==> config.mk <==
export PLATFORM = sky130hd
export DESIGN_NAME = pyro_trigger_register_device
export DESIGN_NICKNAME = d
export VERILOG_FILES = /design/src/ptrd_pkg.sv /design/src/ptrd_front.sv /design/src/ptrd_back.sv /design/src/ptrd_result_queue.sv /design/src/pyro_trigger_register_device.sv
export SDC_FILE = /design/constraint.sdc
export NUM_CORES = 1
export LEC_CHECK = 0
export BUFFER_PORTS_ARGS = -buffer_cell sky130_fd_sc_hd__clkbuf_2
export CORE_MARGIN = 1.5
export CORE_UTILIZATION = 55
export CTS_BUF_LIST = sky130_fd_sc_hd__clkbuf_4
export CTS_CLUSTER_SIZE = 10
export DETAILED_ROUTE_END_ITERATION = 6
export GPL_ROUTABILITY_DRIVEN = 0
export PLACE_DENSITY = 0.69
export SLEW_MARGIN = 20
export SYNTH_ARGS = -nofsm -noshare
export SYNTH_HDL_FRONTEND = slang
export SYNTH_SLANG_ARGS = --single-unit
==> constraint.sdc <==
create_clock -name clk -period 15.6 [get_ports clk]
set_input_delay 4.68 -clock clk [delete_from_list [all_inputs] [get_ports clk]]
set_output_delay 4.68 -clock clk [all_outputs]
set_load 0.005 [all_outputs]
==> src/ptrd_pkg.sv <==
// ----------------------------------------------------------------------------
// ptrd_pkg: shared types and constants of the trigger register device
// Holds the request and result records, operation codes, register map and
// the LED timing constants used by the back end.
// ----------------------------------------------------------------------------
package ptrd_pkg;

  // Register file geometry
  localparam int NUM_REGS = 8;
  localparam int IDX_W    = $clog2(NUM_REGS);

  // Register map
  localparam logic [7:0] ADDR_WAKE     = 8'd0;
  localparam logic [7:0] ADDR_WOKEN    = 8'd1;
  localparam logic [7:0] ADDR_ARM      = 8'd2;
  localparam logic [7:0] ADDR_CHANNELS = 8'd3;
  localparam logic [7:0] ADDR_FIRED    = 8'd4;

  // Operation codes on the op input
  localparam logic [1:0] OP_WRITE = 2'd0;
  localparam logic [1:0] OP_READ  = 2'd1;
  localparam logic [1:0] OP_TICK  = 2'd2;

  // Configuration register indexes
  localparam logic [1:0] CFG_CMD_ON   = 2'd0;
  localparam logic [1:0] CFG_CMD_OFF  = 2'd1;
  localparam logic [1:0] CFG_FIRE_MIN = 2'd2;

  // Configuration reset values
  localparam logic [7:0]  CMD_ON_RST   = 8'd1;
  localparam logic [7:0]  CMD_OFF_RST  = 8'd0;
  localparam logic [15:0] FIRE_MIN_RST = 16'd250;

  // LED timing in ms
  localparam logic [15:0] TIME_MAX        = 16'hFFFF;
  localparam logic [15:0] LED_ON_MAX      = 16'd50;
  localparam logic [15:0] LED_FIRED_SHORT = 16'd50;
  localparam logic [15:0] LED_FIRED_LONG  = 16'd850;
  localparam logic [15:0] LED_ARMED_OFF   = 16'd450;
  localparam logic [15:0] LED_IDLE_OFF    = 16'd950;

  // Classified request kind
  typedef enum logic [1:0] {
    KIND_WRITE,
    KIND_READ,
    KIND_TICK,
    KIND_NOP
  } kind_t;

  // Request as handed from front to back
  typedef struct packed {
    kind_t       kind;
    logic        idx_ok;     // index inside the register file
    logic        read_only;  // write target is a status register
    logic [7:0]  idx;
    logic [31:0] data;
    logic [15:0] dt;
  } cmd_t;

  // Result record
  typedef struct packed {
    logic [31:0] read_data;
    logic        bad_access;
    logic [2:0]  fire;
    logic        led;
    logic        fired;
    logic        awake;
  } result_t;

  // Add two millisecond counts, saturating at the counter maximum
  function automatic logic [15:0] sat_add(input logic [15:0] a, input logic [15:0] b);
    logic [16:0] s;
    s = {1'b0, a} + {1'b0, b};
    return s[16] ? TIME_MAX : s[15:0];
  endfunction

endpackage

==> src/ptrd_front.sv <==
// ----------------------------------------------------------------------------
// ptrd_front: request intake and classification
// Accepts requests, sorts them by kind, checks the index and holds them in
// a two-entry queue until the back end takes them.
// ----------------------------------------------------------------------------
module ptrd_front (
  input  logic              clk,
  input  logic              rst,
  input  logic              push,
  output logic              full,
  input  logic [1:0]        op,
  input  logic [7:0]        reg_index,
  input  logic [31:0]       write_data,
  input  logic [15:0]       delta_ms,
  output logic              cmd_valid,
  output ptrd_pkg::cmd_t    cmd,
  input  logic              cmd_take
);
  import ptrd_pkg::*;

  cmd_t       slot [2];
  logic       wr_ptr;
  logic       rd_ptr;
  logic [1:0] count;
  cmd_t       cls;
  logic       do_push;
  logic       do_pop;

  // Classify the incoming request
  always_comb begin
    cls.idx       = reg_index;
    cls.data      = write_data;
    cls.dt        = delta_ms;
    cls.idx_ok    = ({24'd0, reg_index} < NUM_REGS);
    cls.read_only = (reg_index == ADDR_WOKEN) || (reg_index == ADDR_FIRED);
    case (op)
      OP_WRITE: cls.kind = KIND_WRITE;
      OP_READ:  cls.kind = KIND_READ;
      OP_TICK:  cls.kind = KIND_TICK;
      default:  cls.kind = KIND_NOP;
    endcase
  end

  assign full      = (count == 2'd2);
  assign cmd_valid = (count != 2'd0);
  assign cmd       = slot[rd_ptr];
  assign do_push   = push && !full;
  assign do_pop    = cmd_take && cmd_valid;

  // Advance pointers and fill count
  always_ff @(posedge clk) begin
    if (rst) begin
      wr_ptr <= 1'b0;
      rd_ptr <= 1'b0;
      count  <= 2'd0;
    end else begin
      if (do_push) wr_ptr <= !wr_ptr;
      if (do_pop)  rd_ptr <= !rd_ptr;
      count <= count + {1'b0, do_push} - {1'b0, do_pop};
    end
  end

  // Store the classified request
  always_ff @(posedge clk) begin
    if (do_push) slot[wr_ptr] <= cls;
  end

endmodule

==> src/ptrd_back.sv <==
// ----------------------------------------------------------------------------
// ptrd_back: request execution
// Owns the register file, configuration, channel and LED timers. Carries out
// one request per cycle while the result queue is not full and emits its result record.
// ----------------------------------------------------------------------------
module ptrd_back (
  input  logic              clk,
  input  logic              rst,
  input  logic              cfg_write,
  input  logic [1:0]        cfg_index,
  input  logic [15:0]       cfg_data,
  input  logic              cmd_valid,
  input  ptrd_pkg::cmd_t    cmd,
  output logic              cmd_take,
  output logic              res_push,
  output ptrd_pkg::result_t res,
  input  logic              res_full
);
  import ptrd_pkg::*;

  logic [7:0]  cmd_on;
  logic [7:0]  cmd_off;
  logic [15:0] fire_min_ms;

  logic [31:0] reg_file [NUM_REGS];
  logic [31:0] reg_file_next [NUM_REGS];
  logic [7:0]  last_index, last_index_next;
  logic        is_awake, is_awake_next;
  logic        is_fired, is_fired_next;
  logic [15:0] chan_ms [3];
  logic [15:0] chan_ms_next [3];
  logic [2:0]  chan_drive, chan_drive_next;
  logic        led_level, led_level_next;
  logic [15:0] led_on_time, led_on_time_next;
  logic [15:0] led_off_time, led_off_time_next;
  logic        short_gap, short_gap_next;

  logic [31:0] on32, off32;
  logic        arm_on, over, fired_mode, match;
  logic [15:0] ms_new, on_acc, off_acc, off_limit;
  logic [31:0] fired_val;
  logic [31:0] rd;
  logic        bad;

  assign cmd_take = cmd_valid && !res_full;
  assign res_push = cmd_take;
  assign on32     = {24'd0, cmd_on};
  assign off32    = {24'd0, cmd_off};

  // Work out the state after the request at the queue head
  always_comb begin
    reg_file_next     = reg_file;
    last_index_next   = last_index;
    is_awake_next     = is_awake;
    is_fired_next     = is_fired;
    chan_ms_next      = chan_ms;
    chan_drive_next   = chan_drive;
    led_level_next    = led_level;
    led_on_time_next  = led_on_time;
    led_off_time_next = led_off_time;
    short_gap_next    = short_gap;
    rd                = 32'd0;
    bad               = 1'b0;
    arm_on     = (reg_file[ADDR_ARM[IDX_W-1:0]] == on32);
    over       = 1'b0;
    match      = 1'b0;
    ms_new     = 16'd0;
    fired_val  = reg_file[ADDR_FIRED[IDX_W-1:0]];
    fired_mode = 1'b0;
    on_acc     = led_on_time;
    off_acc    = led_off_time;
    off_limit  = LED_IDLE_OFF;

    case (cmd.kind)
      KIND_WRITE: begin
        last_index_next = cmd.idx;
        if (!cmd.idx_ok || cmd.read_only) begin
          bad = 1'b1;
        end else begin
          reg_file_next[cmd.idx[IDX_W-1:0]] = cmd.data;
          if (cmd.idx == ADDR_WAKE && cmd.data == on32 && !is_awake) begin
            is_awake_next = 1'b1;
            reg_file_next[ADDR_WOKEN[IDX_W-1:0]] = on32;
          end
        end
      end
      KIND_READ: begin
        if (!cmd.idx_ok) bad = 1'b1;
        else             rd  = reg_file[cmd.idx[IDX_W-1:0]];
      end
      KIND_TICK: begin
        if (is_awake) begin
          // Drive channels from their byte fields while armed
          if (arm_on) begin
            for (int k = 0; k < 3; k++) begin
              match  = (reg_file[ADDR_CHANNELS[IDX_W-1:0]][8*k +: 8] == cmd_on);
              ms_new = match ? sat_add(chan_ms[k], cmd.dt) : 16'd0;
              chan_drive_next[k] = match;
              chan_ms_next[k]    = ms_new;
              if (ms_new > fire_min_ms) over = 1'b1;
            end
            if (over) begin
              is_fired_next = 1'b1;
              fired_val     = on32;
              reg_file_next[ADDR_FIRED[IDX_W-1:0]] = on32;
            end
          end
          // Blink the LED
          if (led_level) on_acc  = sat_add(led_on_time, cmd.dt);
          else           off_acc = sat_add(led_off_time, cmd.dt);
          if (fired_val == on32) begin
            fired_mode = 1'b1;
            off_limit  = short_gap ? LED_FIRED_SHORT : LED_FIRED_LONG;
          end else if (arm_on) begin
            off_limit  = LED_ARMED_OFF;
          end
          led_on_time_next  = on_acc;
          led_off_time_next = off_acc;
          if (on_acc > LED_ON_MAX) begin
            led_level_next   = 1'b0;
            led_on_time_next = 16'd0;
          end else if (off_acc > off_limit) begin
            led_level_next    = 1'b1;
            led_off_time_next = 16'd0;
            if (fired_mode) short_gap_next = !short_gap;
          end
          // Drop back to sleep on an off command in the wake register
          if (last_index == ADDR_WAKE && reg_file[ADDR_WAKE[IDX_W-1:0]] == off32) begin
            is_awake_next = 1'b0;
            reg_file_next[ADDR_WOKEN[IDX_W-1:0]] = off32;
          end
        end
      end
      default: begin
      end
    endcase

    res.read_data  = rd;
    res.bad_access = bad;
    res.fire       = chan_drive_next;
    res.led        = led_level_next;
    res.fired      = is_fired_next;
    res.awake      = is_awake_next;
  end

  // Hold configuration
  always_ff @(posedge clk) begin
    if (rst) begin
      cmd_on      <= CMD_ON_RST;
      cmd_off     <= CMD_OFF_RST;
      fire_min_ms <= FIRE_MIN_RST;
    end else if (cfg_write) begin
      case (cfg_index)
        CFG_CMD_ON:   cmd_on      <= cfg_data[7:0];
        CFG_CMD_OFF:  cmd_off     <= cfg_data[7:0];
        CFG_FIRE_MIN: fire_min_ms <= cfg_data;
        default: begin
        end
      endcase
    end
  end

  // Commit state on each executed request
  always_ff @(posedge clk) begin
    if (rst) begin
      for (int i = 0; i < NUM_REGS; i++) reg_file[i] <= 32'd0;
      for (int k = 0; k < 3; k++) chan_ms[k] <= 16'd0;
      last_index   <= 8'd0;
      is_awake     <= 1'b0;
      is_fired     <= 1'b0;
      chan_drive   <= 3'd0;
      led_level    <= 1'b0;
      led_on_time  <= 16'd0;
      led_off_time <= 16'd0;
      short_gap    <= 1'b0;
    end else if (cmd_take) begin
      reg_file     <= reg_file_next;
      chan_ms      <= chan_ms_next;
      last_index   <= last_index_next;
      is_awake     <= is_awake_next;
      is_fired     <= is_fired_next;
      chan_drive   <= chan_drive_next;
      led_level    <= led_level_next;
      led_on_time  <= led_on_time_next;
      led_off_time <= led_off_time_next;
      short_gap    <= short_gap_next;
    end
  end

endmodule

==> src/ptrd_result_queue.sv <==
// ----------------------------------------------------------------------------
// ptrd_result_queue: result buffer
// Two-entry queue that holds finished results until the consumer pops them.
// ----------------------------------------------------------------------------
module ptrd_result_queue (
  input  logic              clk,
  input  logic              rst,
  input  logic              res_push,
  input  ptrd_pkg::result_t res,
  output logic              res_full,
  output logic              empty,
  input  logic              pop,
  output ptrd_pkg::result_t head
);
  import ptrd_pkg::*;

  result_t    slot [2];
  logic       wr_ptr;
  logic       rd_ptr;
  logic [1:0] count;
  logic       do_push;
  logic       do_pop;

  assign res_full = (count == 2'd2);
  assign empty    = (count == 2'd0);
  assign head     = slot[rd_ptr];
  assign do_push  = res_push && !res_full;
  assign do_pop   = pop && !empty;

  // Advance pointers and fill count
  always_ff @(posedge clk) begin
    if (rst) begin
      wr_ptr <= 1'b0;
      rd_ptr <= 1'b0;
      count  <= 2'd0;
    end else begin
      if (do_push) wr_ptr <= !wr_ptr;
      if (do_pop)  rd_ptr <= !rd_ptr;
      count <= count + {1'b0, do_push} - {1'b0, do_pop};
    end
  end

  // Store the result
  always_ff @(posedge clk) begin
    if (do_push) slot[wr_ptr] <= res;
  end

endmodule

==> src/pyro_trigger_register_device.sv <==
// ----------------------------------------------------------------------------
// pyro_trigger_register_device: register-mapped trigger board
// Path: a request is registered in the front queue, then executed and its result
// registered in the result queue, whose head drives the result ports.
// Throughput: one request per cycle while the result queue is not full, set by the combinational execute stage.
// Reset: synchronous; clears the queues, register file, timers and flags and
// restores cmd_on to 1, cmd_off to 0 and fire_min_ms to 250.
// ----------------------------------------------------------------------------
module pyro_trigger_register_device (
  input  logic        clk,
  input  logic        rst,
  input  logic        push,
  output logic        full,
  input  logic [1:0]  op,
  input  logic [7:0]  reg_index,
  input  logic [31:0] write_data,
  input  logic [15:0] delta_ms,
  output logic        empty,
  input  logic        pop,
  output logic [31:0] read_data,
  output logic        bad_access,
  output logic        fire1,
  output logic        fire2,
  output logic        fire3,
  output logic        led,
  output logic        fired,
  output logic        awake,
  input  logic        cfg_write,
  input  logic [1:0]  cfg_index,
  input  logic [15:0] cfg_data
);
  import ptrd_pkg::*;

  logic    cmd_valid;
  cmd_t    cmd;
  logic    cmd_take;
  logic    res_push;
  result_t res;
  logic    res_full;
  result_t head;

  // Accept and classify requests
  ptrd_front u_front (
    .clk        (clk),
    .rst        (rst),
    .push       (push),
    .full       (full),
    .op         (op),
    .reg_index  (reg_index),
    .write_data (write_data),
    .delta_ms   (delta_ms),
    .cmd_valid  (cmd_valid),
    .cmd        (cmd),
    .cmd_take   (cmd_take)
  );

  // Execute requests
  ptrd_back u_back (
    .clk       (clk),
    .rst       (rst),
    .cfg_write (cfg_write),
    .cfg_index (cfg_index),
    .cfg_data  (cfg_data),
    .cmd_valid (cmd_valid),
    .cmd       (cmd),
    .cmd_take  (cmd_take),
    .res_push  (res_push),
    .res       (res),
    .res_full  (res_full)
  );

  // Buffer results
  ptrd_result_queue u_results (
    .clk      (clk),
    .rst      (rst),
    .res_push (res_push),
    .res      (res),
    .res_full (res_full),
    .empty    (empty),
    .pop      (pop),
    .head     (head)
  );

  assign read_data  = head.read_data;
  assign bad_access = head.bad_access;
  assign fire1      = head.fire[0];
  assign fire2      = head.fire[1];
  assign fire3      = head.fire[2];
  assign led        = head.led;
  assign fired      = head.fired;
  assign awake      = head.awake;

endmodule
==> summary.txt <==
Route
  – DRC viols: 2
  – DR vias/cell: 6.31
  – Pre-antenna DRT Iters: 7
  – DRT Wirelength: 92500 um
  – Final antenna-violating net count: 0
  – WL/cell: 22.3 um
  – Initial DRC Count: 3159
  – Via count: 26200

STA
  – Final setup vio count: 0
  – Worst-Margin Slew: 1.12 ns
  – Final Skew: 0.0692 ns
  – Relative slew slack: 0.232
  – Unrepaired setup endpoints after global routing: no
  – Final worst-path cycle share: 0.571
  – Tmin final: 8.90 ns
  – Max-slew violations: 0
  – Hold_ws: 0.449 ns
  – Setup TNS: 0 ns
  – Maximum clock rate: 0.112 GHz
  – Hold Fails Final Rpt: 0

Power
  – Int Power: 3010 uW
  – Comb pwr share: 0.301
  – Cell area power density: 142 nW/um^2
  – Peak supply drop: 0.0960 mV
  – Sequential power share: 0.391
  – Switching share of power: 0.360
  – Switching pwr: 1690 uW
  – P_leak: 0.0129 uW
  – Power share of the clock group: 0.308

Clock network
  – Clock Tree Root: clkbuf_4
  – Clock Pin Slew Worst Setup and Hold Paths: 0.07 ns
  – Postcts setup bufs: 0
  – # resized after CTS: 0
  – CTS tree: built
  – Clk_lat worst skew: 1.03 ns
  – Clock Sink Count: 591
  – CTS max path bufs: 3
  – # H-tree levels: 4
  – TritonCTS Buffers: 157
  – Hold_buf cts: 0

Global route
  – Antenna violations before repair: 6
  – GR Util All Layers: 0.328
  – Largest net degree at the start of global routing: 232
  – Global-route wire length before repair: 141000 um
  – Vias in the first global route: 24800
  – Total grt overflow: 0

Logic synthesis
  – Yosys reg bits: 591
  – Number of synthesis warnings: 0
  – Largest cells by area after synthesis: dfxtp_1, edfxtp_1, nor2_1
  – Largest area contributor in the netlist: dfxtp_1
  – Ys async rst share: 0
  – Number of flops mapped to enable cells by yosys: 198
  – Post-Syn Area: 29700 sq um
  – Syn nets: 3413
  – Synth Flop Type: dfxtp_1
  – Count of cell types in the netlist: 97
  – Seq/Total Area, Yosys: 0.465
  – Syn Inst Count: 3188
  – Top-area cell type share of the netlist area: 0.265
  – Syn avg cell area: 9.31 sq um

Placement
  – Placed instance area: 30900 sq um
  – Input/output buffers: 121
  – Placed insts: 3857
  – Detail Placement HPWL: 60800 um

Floorplan
  – Die W: 235 um
  – Io pins: 122
  – Total Die Area: 55400 sq um
  – Initial Util: 0.561
  – # rows: 84
  – Core area: 53000 sq um
  – Die Y: 235 um

Critical path
  – CP Capture Type: register
  – CP max FO: 16
  – Critical path's slowest cell: fa_1
  – CP Class: reg2reg
  – Crit path required time: 16.50 ns
  – Worst setup SP type: register
  – Delay of the slowest critical-path stage: 0.51 ns
  – Crit path DAT: 9.81 ns

Cells and area
  – # nets final: 3553
  – Final Core Density: 0.625
  – Commonest non-fill, non-tap cell in the layout: nor2_1
  – Final Cell Area: 33100 sq um
  – Most frequent cells in the layout: nor2_1, dfxtp_1, nand2_1, clkbuf_4, a211oi_1
  – Post-route insts no fill: 4149
  – Share of layout cells above drive strength 1: 0.163
  – Area Growth Syn to Fin: 11.5%

Min path
  – Hold Crit Start: u_back.chan_ms[16]
  – Hold Path Class: reg2reg

Run status
  – Run status: finished with violations
  – Failing checks: DRC

Job
  – MaxCap Viol Count: 0
==> power groups by stage <==
stage | Sequential, uW | Combinational [uW] | Clock (uW)
after floorplan | 1840 | 874 | 0
after global placement | 1870 | 1340 | 0
after detailed placement | 1870 | 1370 | 0
after CTS | 1840 | 1370 | 1470
after global routing | 1850 | 1500 | 1550
final | 1840 | 1420 | 1450
==> routing by layer <==
layer	vias up	wire (um)	GRT usage
li1	12100	-	-
met1	12400	39100	0.457
met2	1475	38800	0.472
met3	209	11600	0.104
met4	4	3070	0.134
met5	-	24	0
==> cells by family (layout without fill, tap and decap cells) <==
logic type,after synthesis,after routing,synth area share
and+or+nand+nor,1106,1106,0.164
adders and majority gates,144,144,0.0619
DFF,591,591,0.465
buffers and inverters,261,532,0.0355
AOI/OAI and AO/OA,830,830,0.189
muxes,145,145,0.0520
other,0,2,0
xor gates and xnor gates,111,111,0.0327
==> path summary, 6_finish.rpt <==
path / endpoint / slack, ns / cells after the start
max: u_back.led_off_time[14] / 6.70 / 35
min: u_back.chan_ms[16] / 0.45 / 2
max reg2reg: u_back.led_off_time[14] / 6.70 / 35
min reg2reg: u_back.chan_ms[16] / 0.45 / 2
==> area by class of cell <==
class | count | area (sq um)
Multi-Input combinational cell | 2336 | 15000
Sequential cell | 591 | 13800
Inverter | 60 | 225
Tap cell | 688 | 861
Fill cell | 4581 | 19900
Clock buffer | 244 | 1830
Antenna cell | 2 | 5.00
Clock inverter | 46 | 318
Timing Repair Buffer | 182 | 1090
==> through the flow <==
stage,total power [uW],setup slack (ns)
finish,4700,6.70
floorplan,2710,7.03
global placement,3210,7.12
detailed placement,3240,6.90
CTS,4680,6.82
global route,4910,6.08
==> cell usage after synthesis, types with 13 or more instances <==
library cell / n
xor2_1: 47
nor2b_1: 20
inv_1: 59
a31oi_1: 38
nand4_1: 25
buf_2: 14
nor4_1: 67
o21ai_0: 93
o221ai_1: 13
or3_1: 13
edfxtp_1: 198
and2_1: 15
clkbuf_1: 163
dfxtp_1: 393
mux2i_1: 80
nand2b_1: 17
a21oi_1: 200
a21o_1: 33
xnor2_1: 64
nand2_1: 278
o21ai_1: 16
a211oi_1: 226
mux2_2: 61
buf_1: 15
and3_1: 16
o211ai_1: 23
nand3_1: 47
ha_1: 139
nor3_1: 66
o22ai_1: 42
o21bai_1: 13
o21a_1: 18
nor2_1: 506
==> worst max-delay path, delay by kind of cell (launching register included) <==
kind	cells	cell delay, ns
AO/OA/AOI/OAI	19	4.17
adder cells (fa/ha/maj)	3	1.13
buffers and inverters	3	0.71
flip-flops	1	0.49
multiplexers	1	0.50
AND/OR/NAND/NOR	9	1.82
==> flip-flops by register name (all words and copies together), names as in the netlist, named ones only <==
| name | count |
|---|---|
| u_back.reg_file | 256 |
| u_front.slot | 120 |
| u_results.slot | 78 |
| u_back.chan_ms | 48 |
| u_back.fire_min_ms | 16 |
| u_back.led_off_time | 16 |
| u_back.led_on_time | 16 |
| u_back.cmd_off | 8 |
| u_back.cmd_on | 8 |
| u_back.last_index | 8 |
| u_back.chan_drive | 3 |
| u_front.count | 2 |
| u_results.count | 2 |
| u_back.is_awake | 1 |
| u_back.is_fired | 1 |
| u_back.led_level | 1 |
| u_back.short_gap | 1 |
| u_front.rd_ptr | 1 |
| u_front.wr_ptr | 1 |
| u_results.rd_ptr | 1 |
| u_results.wr_ptr | 1 |
Power figures use the tool's default switching activity.
